[config.mk]
export PLATFORM = sky130hd
export DESIGN_NAME = fifo_queue_with_search_unit
export DESIGN_NICKNAME = d
export VERILOG_FILES = /design/src/hdl/fqs_pkg.sv /design/src/hdl/fqs_store.sv /design/src/hdl/fqs_ctrl.sv /design/src/hdl/fifo_queue_with_search_unit.sv
export SDC_FILE = /design/constraint.sdc
export NUM_CORES = 1
export LEC_CHECK = 0
export ABC_AREA = 1
export BUFFER_PORTS_ARGS = -buffer_cell sky130_fd_sc_hd__buf_2
export CAP_MARGIN = 40
export CORE_MARGIN = 2
export CORE_UTILIZATION = 55
export DETAILED_ROUTE_END_ITERATION = 8
export PLACE_DENSITY = 0.74
export SLEW_MARGIN = 20
export SYNTH_ARGS = -nofsm -noshare
export SYNTH_HDL_FRONTEND = slang
export SYNTH_SLANG_ARGS = --single-unit
[constraint.sdc]
create_clock -name clk -period 12.15 [get_ports clk]
set_input_delay 2.43 -clock clk [delete_from_list [all_inputs] [get_ports clk]]
set_output_delay 2.43 -clock clk [all_outputs]
set_load 0.1 [all_outputs]
[src/hdl/fqs_pkg.sv]
`default_nettype none
package fqs_pkg;

    // queue geometry
    localparam int DEPTH      = 16;
    localparam int DATA_WIDTH = 32;
    localparam int ADDR_W     = $clog2(DEPTH);
    localparam int CNT_W      = $clog2(DEPTH + 1);

    // field widths of the beats
    localparam int CMD_W    = 2;
    localparam int VALUE_W  = 32;
    localparam int POS_W    = 5;
    localparam int STATUS_W = 3;

    typedef enum logic [CMD_W-1:0] {
        CMD_ENQUEUE = 2'd0,
        CMD_DEQUEUE = 2'd1,
        CMD_FIND    = 2'd2,
        CMD_SEARCH  = 2'd3
    } cmd_t;

    typedef enum logic [STATUS_W-1:0] {
        ST_OK        = 3'd0,
        ST_EMPTY     = 3'd1,
        ST_FULL      = 3'd2,
        ST_BAD_POS   = 3'd3,
        ST_NOT_FOUND = 3'd4
    } status_t;

    // one command beat
    typedef struct packed {
        cmd_t                      command;
        logic signed [VALUE_W-1:0] value;
        logic [POS_W-1:0]          position;
    } req_t;

    // one result beat
    typedef struct packed {
        status_t                   status;
        logic signed [VALUE_W-1:0] data;
        logic [POS_W-1:0]          found_index;
        logic [POS_W-1:0]          length;
        logic signed [VALUE_W-1:0] front_value;
        logic signed [VALUE_W-1:0] rear_value;
        logic                      empty_res;
    } res_t;

    // store access from the sequencer
    typedef struct packed {
        logic                  we;
        logic [ADDR_W-1:0]     waddr;
        logic [DATA_WIDTH-1:0] wdata;
        logic                  re;
        logic [ADDR_W-1:0]     raddr;
    } mem_req_t;

    // finished result from the sequencer
    typedef struct packed {
        logic done;
        res_t item;
    } ctrl_res_t;

endpackage
`default_nettype wire

[src/hdl/fqs_store.sv]
`default_nettype none
module fqs_store
(
    input  wire logic                           clk,
    input  wire fqs_pkg::mem_req_t              mem_req,
    output logic [fqs_pkg::DATA_WIDTH-1:0]      rd_data
);

    logic [fqs_pkg::DATA_WIDTH-1:0] mem_reg [fqs_pkg::DEPTH];
    logic [fqs_pkg::DATA_WIDTH-1:0] rd_data_reg;

    // single write port
    always_ff @(posedge clk)
    begin
        if (mem_req.we)
        begin
            mem_reg[mem_req.waddr] <= mem_req.wdata;
        end
    end

    // single registered read port
    always_ff @(posedge clk)
    begin
        if (mem_req.re)
        begin
            rd_data_reg <= mem_reg[mem_req.raddr];
        end
    end

    assign rd_data = rd_data_reg;

endmodule
`default_nettype wire

[src/hdl/fqs_ctrl.sv]
`default_nettype none
module fqs_ctrl
(
    input  wire logic                           clk,
    input  wire logic                           rst_n,
    input  wire logic                           start,
    input  wire fqs_pkg::req_t                  req,
    input  wire logic [fqs_pkg::DATA_WIDTH-1:0] rd_data,
    output logic                                busy,
    output fqs_pkg::mem_req_t                   mem_req,
    output fqs_pkg::ctrl_res_t                  ctrl_res
);

    localparam int ADDR_W = fqs_pkg::ADDR_W;
    localparam int CNT_W  = fqs_pkg::CNT_W;
    localparam int DW     = fqs_pkg::DATA_WIDTH;

    typedef enum logic [7:0] {
        S_IDLE  = 8'b0000_0001,
        S_OP    = 8'b0000_0010,
        S_DEQ   = 8'b0000_0100,
        S_FIND  = 8'b0000_1000,
        S_SRCH  = 8'b0001_0000,
        S_FRONT = 8'b0010_0000,
        S_REAR  = 8'b0100_0000,
        S_DONE  = 8'b1000_0000
    } state_t;

    state_t                        state_reg, state_next;
    logic [ADDR_W-1:0]             head_reg, head_next;
    logic [ADDR_W-1:0]             tail_reg, tail_next;
    logic [CNT_W-1:0]              count_reg, count_next;
    logic [ADDR_W-1:0]             idx_reg, idx_next;
    fqs_pkg::cmd_t                 cmd_reg;
    logic [DW-1:0]                 key_reg;
    logic [fqs_pkg::POS_W-1:0]     pos_reg;
    fqs_pkg::status_t              status_reg, status_next;
    logic [DW-1:0]                 data_reg, data_next;
    logic [CNT_W-1:0]              found_reg, found_next;
    logic [DW-1:0]                 front_reg, front_next;

    logic [ADDR_W-1:0]             offset;
    logic [ADDR_W:0]               addr_sum;
    logic [ADDR_W-1:0]             ring_addr;
    logic [CNT_W-1:0]              idx_inc;
    logic                          key_match;
    logic                          pos_bad;
    logic                          q_full;
    logic                          q_empty;

    // ring address: head plus offset, wrapped once
    always_comb
    begin
        addr_sum = {1'b0, head_reg} + {1'b0, offset};
        if (32'(addr_sum) >= fqs_pkg::DEPTH)
        begin
            ring_addr = ADDR_W'(32'(addr_sum) - fqs_pkg::DEPTH);
        end
        else
        begin
            ring_addr = addr_sum[ADDR_W-1:0];
        end
    end

    // shared compare unit and flags
    assign key_match = (rd_data == key_reg);
    assign idx_inc   = CNT_W'(idx_reg) + CNT_W'(1);
    assign q_full    = (32'(count_reg) >= fqs_pkg::DEPTH);
    assign q_empty   = (count_reg == '0);
    assign pos_bad   = (pos_reg == '0) || (32'(pos_reg) > 32'(count_reg));

    // sequencer
    always_comb
    begin
        state_next  = state_reg;
        head_next   = head_reg;
        tail_next   = tail_reg;
        count_next  = count_reg;
        idx_next    = idx_reg;
        status_next = status_reg;
        data_next   = data_reg;
        found_next  = found_reg;
        front_next  = front_reg;
        offset      = '0;
        mem_req     = '0;
        mem_req.waddr = tail_reg;
        mem_req.wdata = key_reg;

        case (state_reg)
            S_IDLE:
            begin
                if (start)
                begin
                    state_next = S_OP;
                end
            end
            S_OP:
            begin
                status_next = fqs_pkg::ST_OK;
                data_next   = '0;
                found_next  = '0;
                idx_next    = '0;
                state_next  = S_FRONT;
                case (cmd_reg)
                    fqs_pkg::CMD_ENQUEUE:
                    begin
                        if (q_full)
                        begin
                            status_next = fqs_pkg::ST_FULL;
                        end
                        else
                        begin
                            mem_req.we = 1'b1;
                            tail_next  = (32'(tail_reg) == fqs_pkg::DEPTH - 1) ?
                                         '0 : tail_reg + ADDR_W'(1);
                            count_next = count_reg + CNT_W'(1);
                        end
                    end
                    fqs_pkg::CMD_DEQUEUE:
                    begin
                        if (q_empty)
                        begin
                            status_next = fqs_pkg::ST_EMPTY;
                        end
                        else
                        begin
                            mem_req.re = 1'b1;
                            state_next = S_DEQ;
                        end
                    end
                    fqs_pkg::CMD_FIND:
                    begin
                        if (pos_bad)
                        begin
                            status_next = fqs_pkg::ST_BAD_POS;
                        end
                        else
                        begin
                            offset     = ADDR_W'(pos_reg - fqs_pkg::POS_W'(1));
                            mem_req.re = 1'b1;
                            state_next = S_FIND;
                        end
                    end
                    default:
                    begin
                        status_next = fqs_pkg::ST_NOT_FOUND;
                        if (!q_empty)
                        begin
                            mem_req.re = 1'b1;
                            state_next = S_SRCH;
                        end
                    end
                endcase
            end
            S_DEQ:
            begin
                data_next  = rd_data;
                head_next  = (32'(head_reg) == fqs_pkg::DEPTH - 1) ?
                             '0 : head_reg + ADDR_W'(1);
                count_next = count_reg - CNT_W'(1);
                state_next = S_FRONT;
            end
            S_FIND:
            begin
                data_next  = rd_data;
                state_next = S_FRONT;
            end
            S_SRCH:
            begin
                // data for offset idx arrives while offset idx+1 is fetched
                offset     = idx_inc[ADDR_W-1:0];
                mem_req.re = 1'b1;
                if (key_match)
                begin
                    status_next = fqs_pkg::ST_OK;
                    found_next  = idx_inc;
                    state_next  = S_FRONT;
                end
                else if (idx_inc == count_reg)
                begin
                    state_next = S_FRONT;
                end
                else
                begin
                    idx_next = idx_inc[ADDR_W-1:0];
                end
            end
            S_FRONT:
            begin
                mem_req.re = 1'b1;
                state_next = S_REAR;
            end
            S_REAR:
            begin
                front_next = rd_data;
                offset     = ADDR_W'(count_reg - CNT_W'(1));
                mem_req.re = 1'b1;
                state_next = S_DONE;
            end
            S_DONE:
            begin
                state_next = S_IDLE;
            end
            default:
            begin
                state_next = S_IDLE;
            end
        endcase

        mem_req.raddr = ring_addr;
    end

    // control state
    always_ff @(posedge clk or negedge rst_n)
    begin
        if (!rst_n)
        begin
            state_reg <= S_IDLE;
            head_reg  <= '0;
            tail_reg  <= '0;
            count_reg <= '0;
        end
        else
        begin
            state_reg <= state_next;
            head_reg  <= head_next;
            tail_reg  <= tail_next;
            count_reg <= count_next;
        end
    end

    // payload and working registers
    always_ff @(posedge clk)
    begin
        idx_reg    <= idx_next;
        status_reg <= status_next;
        data_reg   <= data_next;
        found_reg  <= found_next;
        front_reg  <= front_next;
        if (state_reg == S_IDLE && start)
        begin
            cmd_reg <= req.command;
            key_reg <= DW'(req.value);
            pos_reg <= req.position;
        end
    end

    // result assembly
    always_comb
    begin
        ctrl_res                  = '0;
        ctrl_res.done             = (state_reg == S_DONE);
        ctrl_res.item.status      = status_reg;
        ctrl_res.item.data        = fqs_pkg::VALUE_W'($signed(data_reg));
        ctrl_res.item.found_index = fqs_pkg::POS_W'(found_reg);
        ctrl_res.item.length      = fqs_pkg::POS_W'(count_reg);
        ctrl_res.item.front_value = q_empty ? '0 : fqs_pkg::VALUE_W'($signed(front_reg));
        ctrl_res.item.rear_value  = q_empty ? '0 : fqs_pkg::VALUE_W'($signed(rd_data));
        ctrl_res.item.empty_res   = q_empty;
    end

    assign busy = (state_reg != S_IDLE);

`ifndef SYNTHESIS
    // count never passes the ring size
    assert property (@(posedge clk) disable iff (!rst_n)
        32'(count_reg) <= fqs_pkg::DEPTH)
        else $error("entry count beyond ring size");

    // tail always sits count entries past head
    assert property (@(posedge clk) disable iff (!rst_n)
        ((32'(head_reg) + 32'(count_reg)) % fqs_pkg::DEPTH) == 32'(tail_reg))
        else $error("head, tail and count disagree");

    // a write only ever lands in a free slot
    assert property (@(posedge clk) disable iff (!rst_n)
        mem_req.we |=> (count_reg == $past(count_reg) + CNT_W'(1)))
        else $error("store written without count growing");
`endif

endmodule
`default_nettype wire

[src/hdl/fifo_queue_with_search_unit.sv]
`default_nettype none
// Bounded FIFO queue of fqs_pkg::DEPTH entries held in a ring store with one
// write port and one read port, taking one command per beat: enqueue,
// dequeue, find by 1-based position, or search for the first entry equal to
// a value. A command is taken when start is high and busy is low; busy then
// stays high until the result is out. Each result beat shows on result for
// exactly one cycle with done high and cannot be held off, so the receiver
// must take it then. The search loop reads and compares one stored entry per
// cycle through the one store read port, and the front and rear values of
// every result are two more reads on that port.
module fifo_queue_with_search_unit
(
    input  wire logic           clk,
    input  wire logic           rst_n,
    input  wire logic           start,
    input  wire fqs_pkg::req_t  req,
    output logic                busy,
    output logic                done,
    output fqs_pkg::res_t       result
);

    fqs_pkg::mem_req_t              mem_req;
    logic [fqs_pkg::DATA_WIDTH-1:0] rd_data;
    fqs_pkg::ctrl_res_t             ctrl_res;
    logic                           done_reg;
    fqs_pkg::res_t                  result_reg;

    // sequencer with pointers and compare unit
    fqs_ctrl u_ctrl
    (
        .clk      (clk),
        .rst_n    (rst_n),
        .start    (start),
        .req      (req),
        .rd_data  (rd_data),
        .busy     (busy),
        .mem_req  (mem_req),
        .ctrl_res (ctrl_res)
    );

    // ring store
    fqs_store u_store
    (
        .clk     (clk),
        .mem_req (mem_req),
        .rd_data (rd_data)
    );

    // result strobe
    always_ff @(posedge clk or negedge rst_n)
    begin
        if (!rst_n)
        begin
            done_reg <= 1'b0;
        end
        else
        begin
            done_reg <= ctrl_res.done;
        end
    end

    // result beat register
    always_ff @(posedge clk)
    begin
        if (ctrl_res.done)
        begin
            result_reg <= ctrl_res.item;
        end
    end

    assign done   = done_reg;
    assign result = result_reg;

`ifndef SYNTHESIS
    // results never come on adjacent cycles
    assert property (@(posedge clk) disable iff (!rst_n)
        done_reg |=> !done_reg)
        else $error("back to back result beats");
`endif

endmodule
`default_nettype wire

==> flow_summary_export.csv <==
group,metric,value,unit
cells_and_area,final_util,0.634,
floorplan,start_util,0.555,
route,drc,0,
route,drtPass1Iterations,6,
job,cap_violations,0,
clock_network,numCtsBuffers,78,
sta,fin_skew,0.0217,ns
placement,port-buffer-count,153,
clock_network,cts_tree,"yes",
setup_path,crit_arrival,6.05,ns
worst_hold_path,hold_depth,0,
global_routing,grt_pass1_vias,19100,
pwr,power_density,211,mW/mm^2
floorplan,die_w,242,um
clock_network,cts.clk_slew.worst_paths,0.06,ns
global_routing,grt_pass1_wl,110,mm
setup_path,setup.worst_path.start,"u_ctrl.count_reg[2]",
clock_network,cts_sinks,791,
clock_network,h-tree-depth,3,
floorplan,die_area,0.0586,mm^2
logic_synthesis,syn_area_per_cell,13.2,um^2
global_routing,grt_use_total,0.244,
clock_network,cts_resized,0,
setup_path,critPathKind,"reg -> reg",
placement,dpl.hpwl,38.4,mm
pwr,power.leakage,0.0137,uW
clock_network,post_cts_buffers,0,
worst_hold_path,min_path_type,"reg -> reg",
route,postRouteAntennaNets,0,
worst_hold_path,hold_start,"u_ctrl.data_reg[3]",
setup_path,required,12.51,ns
logic_synthesis,ys_seq_elements,791,
floorplan,core_area,0.0562,mm^2
pwr,ir_drop,0.124,mV
clock_network,cts_buffer_depth,3,
logic_synthesis,syn_area,0.0312,mm^2
cells_and_area,drive_above_1_share,0.144,
sta,worst_slew_pin_slew,0.830,ns
logic_synthesis,synth-async-reset-ratio,0.0278,
sta,period_share,0.469,
sta,maxSlewHeadroom,0.447,
setup_path,cp_max_fo,50,
route,vias_per_cell,5.76,
route,vias,19200,
sta,setup_viol_count_final,0,
logic_synthesis,synthDistinctLibCells,36,
setup_path,rr_startpoint,"u_ctrl.count_reg[2]",
cells_and_area,final_nets,2578,
outcome,status,"finished clean",
route,wire_per_inst,21.5,um
cells_and_area,area_delta_synth_final,14.3,%
clock_network,clock_latency,0.62,ns
logic_synthesis,synth_warnings,0,
sta,whs,0.419,ns
cells_and_area,largest_reg_flops,512,
global_routing,grt_antenna_before_repair,0,
route,routed_wl,71.9,mm
floorplan,row_count,87,
logic_synthesis,synth-edff-count,769,
sta,max_freq,0.176,GHz
floorplan,die_h,242,um
clock_network,cts_root_buf,"clkbuf_16",
global_routing,overflow,0,
setup_path,start_kind,"flip-flop",
setup_path,rr_worst_depth,21,
route,drt_iter0_markers,2051,
sta,setup_tns,0,ns
setup_path,crit_path_end_kind,"flip-flop",
clock_network,postCtsHoldBufs,0,
logic_synthesis,synth_fp_nets,2420,
sta,hold_viol_final,0,
logic_synthesis,synth-seq-area-share,0.759,
placement,place.gp.congestion,0.916,
logic_synthesis,synthCells,2360,
sta,rsz0062_at_grt,"false",
global_routing,grt_max_degree,81,
logic_synthesis,synth_ff_type,"edfxtp_1",
sta,final.min_clock_period,5.69,ns
sta,final_max_slew_viol_count,0,
floorplan,io_pins,154,
-- final timing paths --
kind / end / slack [ns]
max in group asynchronous: u_ctrl.state_reg[2] / 9.96
setup reg to reg: u_store.rd_data[9] / 6.46
min in group asynchronous: u_ctrl.count_reg[2] / 1.80
hold reg to reg: result[78] / 0.42
setup / recovery: u_store.rd_data[9] / 6.46
hold / removal: result[78] / 0.42
-- worst max-delay path, cell delays in order, from the launching register on --
cell	delay, ns
dfrtp_1	0.54
inv_2	0.09
ha_1	0.32
nand2_1	0.07
nor2_1	0.14
nand2_1	0.08
nand3_1	0.07
nand2_1	0.10
nand4_1	0.16
inv_1	0.10
nand2_1	0.06
o221ai_1	0.16
ha_4	0.22
fa_4	1.19
clkinv_2	0.66
buf_4	0.53
buf_16	0.27
a21oi_1	0.18
a221o_1	0.20
nand2_1	0.07
nand2_1	0.07
nand2_1	0.07
-- routing by layer --
| layer | share of wire | track usage | vias to the layer above |
|---|---|---|---|
| met5 | 0 | 0 | - |
| met4 | 0.034 | 0.103 | 0 |
| li1 | - | - | 8682 |
| met2 | 0.48 | 0.396 | 953 |
| met3 | 0.085 | 0.0433 | 188 |
| met1 | 0.40 | 0.330 | 9401 |
-- placed cells by master, fill, tap and decap left out, types with 10 or more instances in the layout --
cell type	n
edfxtp_1	769
nand2_1	528
a21oi_1	201
inv_1	200
nand3_1	189
buf_2	153
clkbuf_16	82
o21ai_0	74
nor2_1	66
a221o_1	64
buf_4	35
xnor2_1	23
nor2_4	22
dfrtp_1	21
ha_1	16
clkinv_1	16
clkbuf_1	15
clkinv_2	14
bufinv_16	12
xor2_1	11
or2_2	10
-- through the flow --
stage                     total power, uW  area, um^2  std cells  worst slack (ns)
after floorplan                      4590       31200       2360              4.71
after global placement               4950       32800       3187              6.80
after detailed placement             5060       32900       3193              6.65
after CTS                            7540       35600       3337              6.53
after global routing                 7850       35600       3338              6.14
final                                7530       35600       3340              6.46
-- cell usage after synthesis (3+ instances only) --
library cell  number  share of area
nand4_1            8         0.0016
buf_6              3         0.0011
xnor2_1           24         0.0067
nor4_1             3        0.00060
nor2_1            83          0.010
nand2_2            5         0.0010
buf_4              3        0.00072
nor2_4             5         0.0018
a221o_1           64          0.021
inv_1            202          0.024
clkbuf_1          47         0.0057
or2_2             10         0.0020
buf_1             10         0.0012
nand3_1          190          0.031
nand2_1          528          0.064
inv_2              9         0.0011
dfrtp_1           21          0.017
buf_2             54         0.0087
edfxtp_1         769           0.74
o21ai_0           74          0.012
ha_1              17         0.0068
a21oi_1          201          0.032
xor2_1            11         0.0031
-- cell families after synthesis --
group	share of synthesized area
fa+ha+maj	0.00747
buf+inv	0.0428
simple gates	0.115
flops	0.759
compound gates	0.0657
xor+xnor	0.00984
-- power breakdown --
group          switching [uW]  internal, uW
clock                     996          1490
sequential                226          3330
combinational            1030           461
total                    2250          5280
-- area by class of cell --
type | count | area, um^2
flip-flops and latches | 791 | 23600
fillers | 4013 | 20500
multi-input cells | 1241 | 6350
clock buffers | 97 | 2110
repair buffers | 195 | 1220
well taps | 756 | 946
inverters | 211 | 797
clock inverters | 47 | 549
diodes | 2 | 5.00
Power figures use the tool's default switching activity.
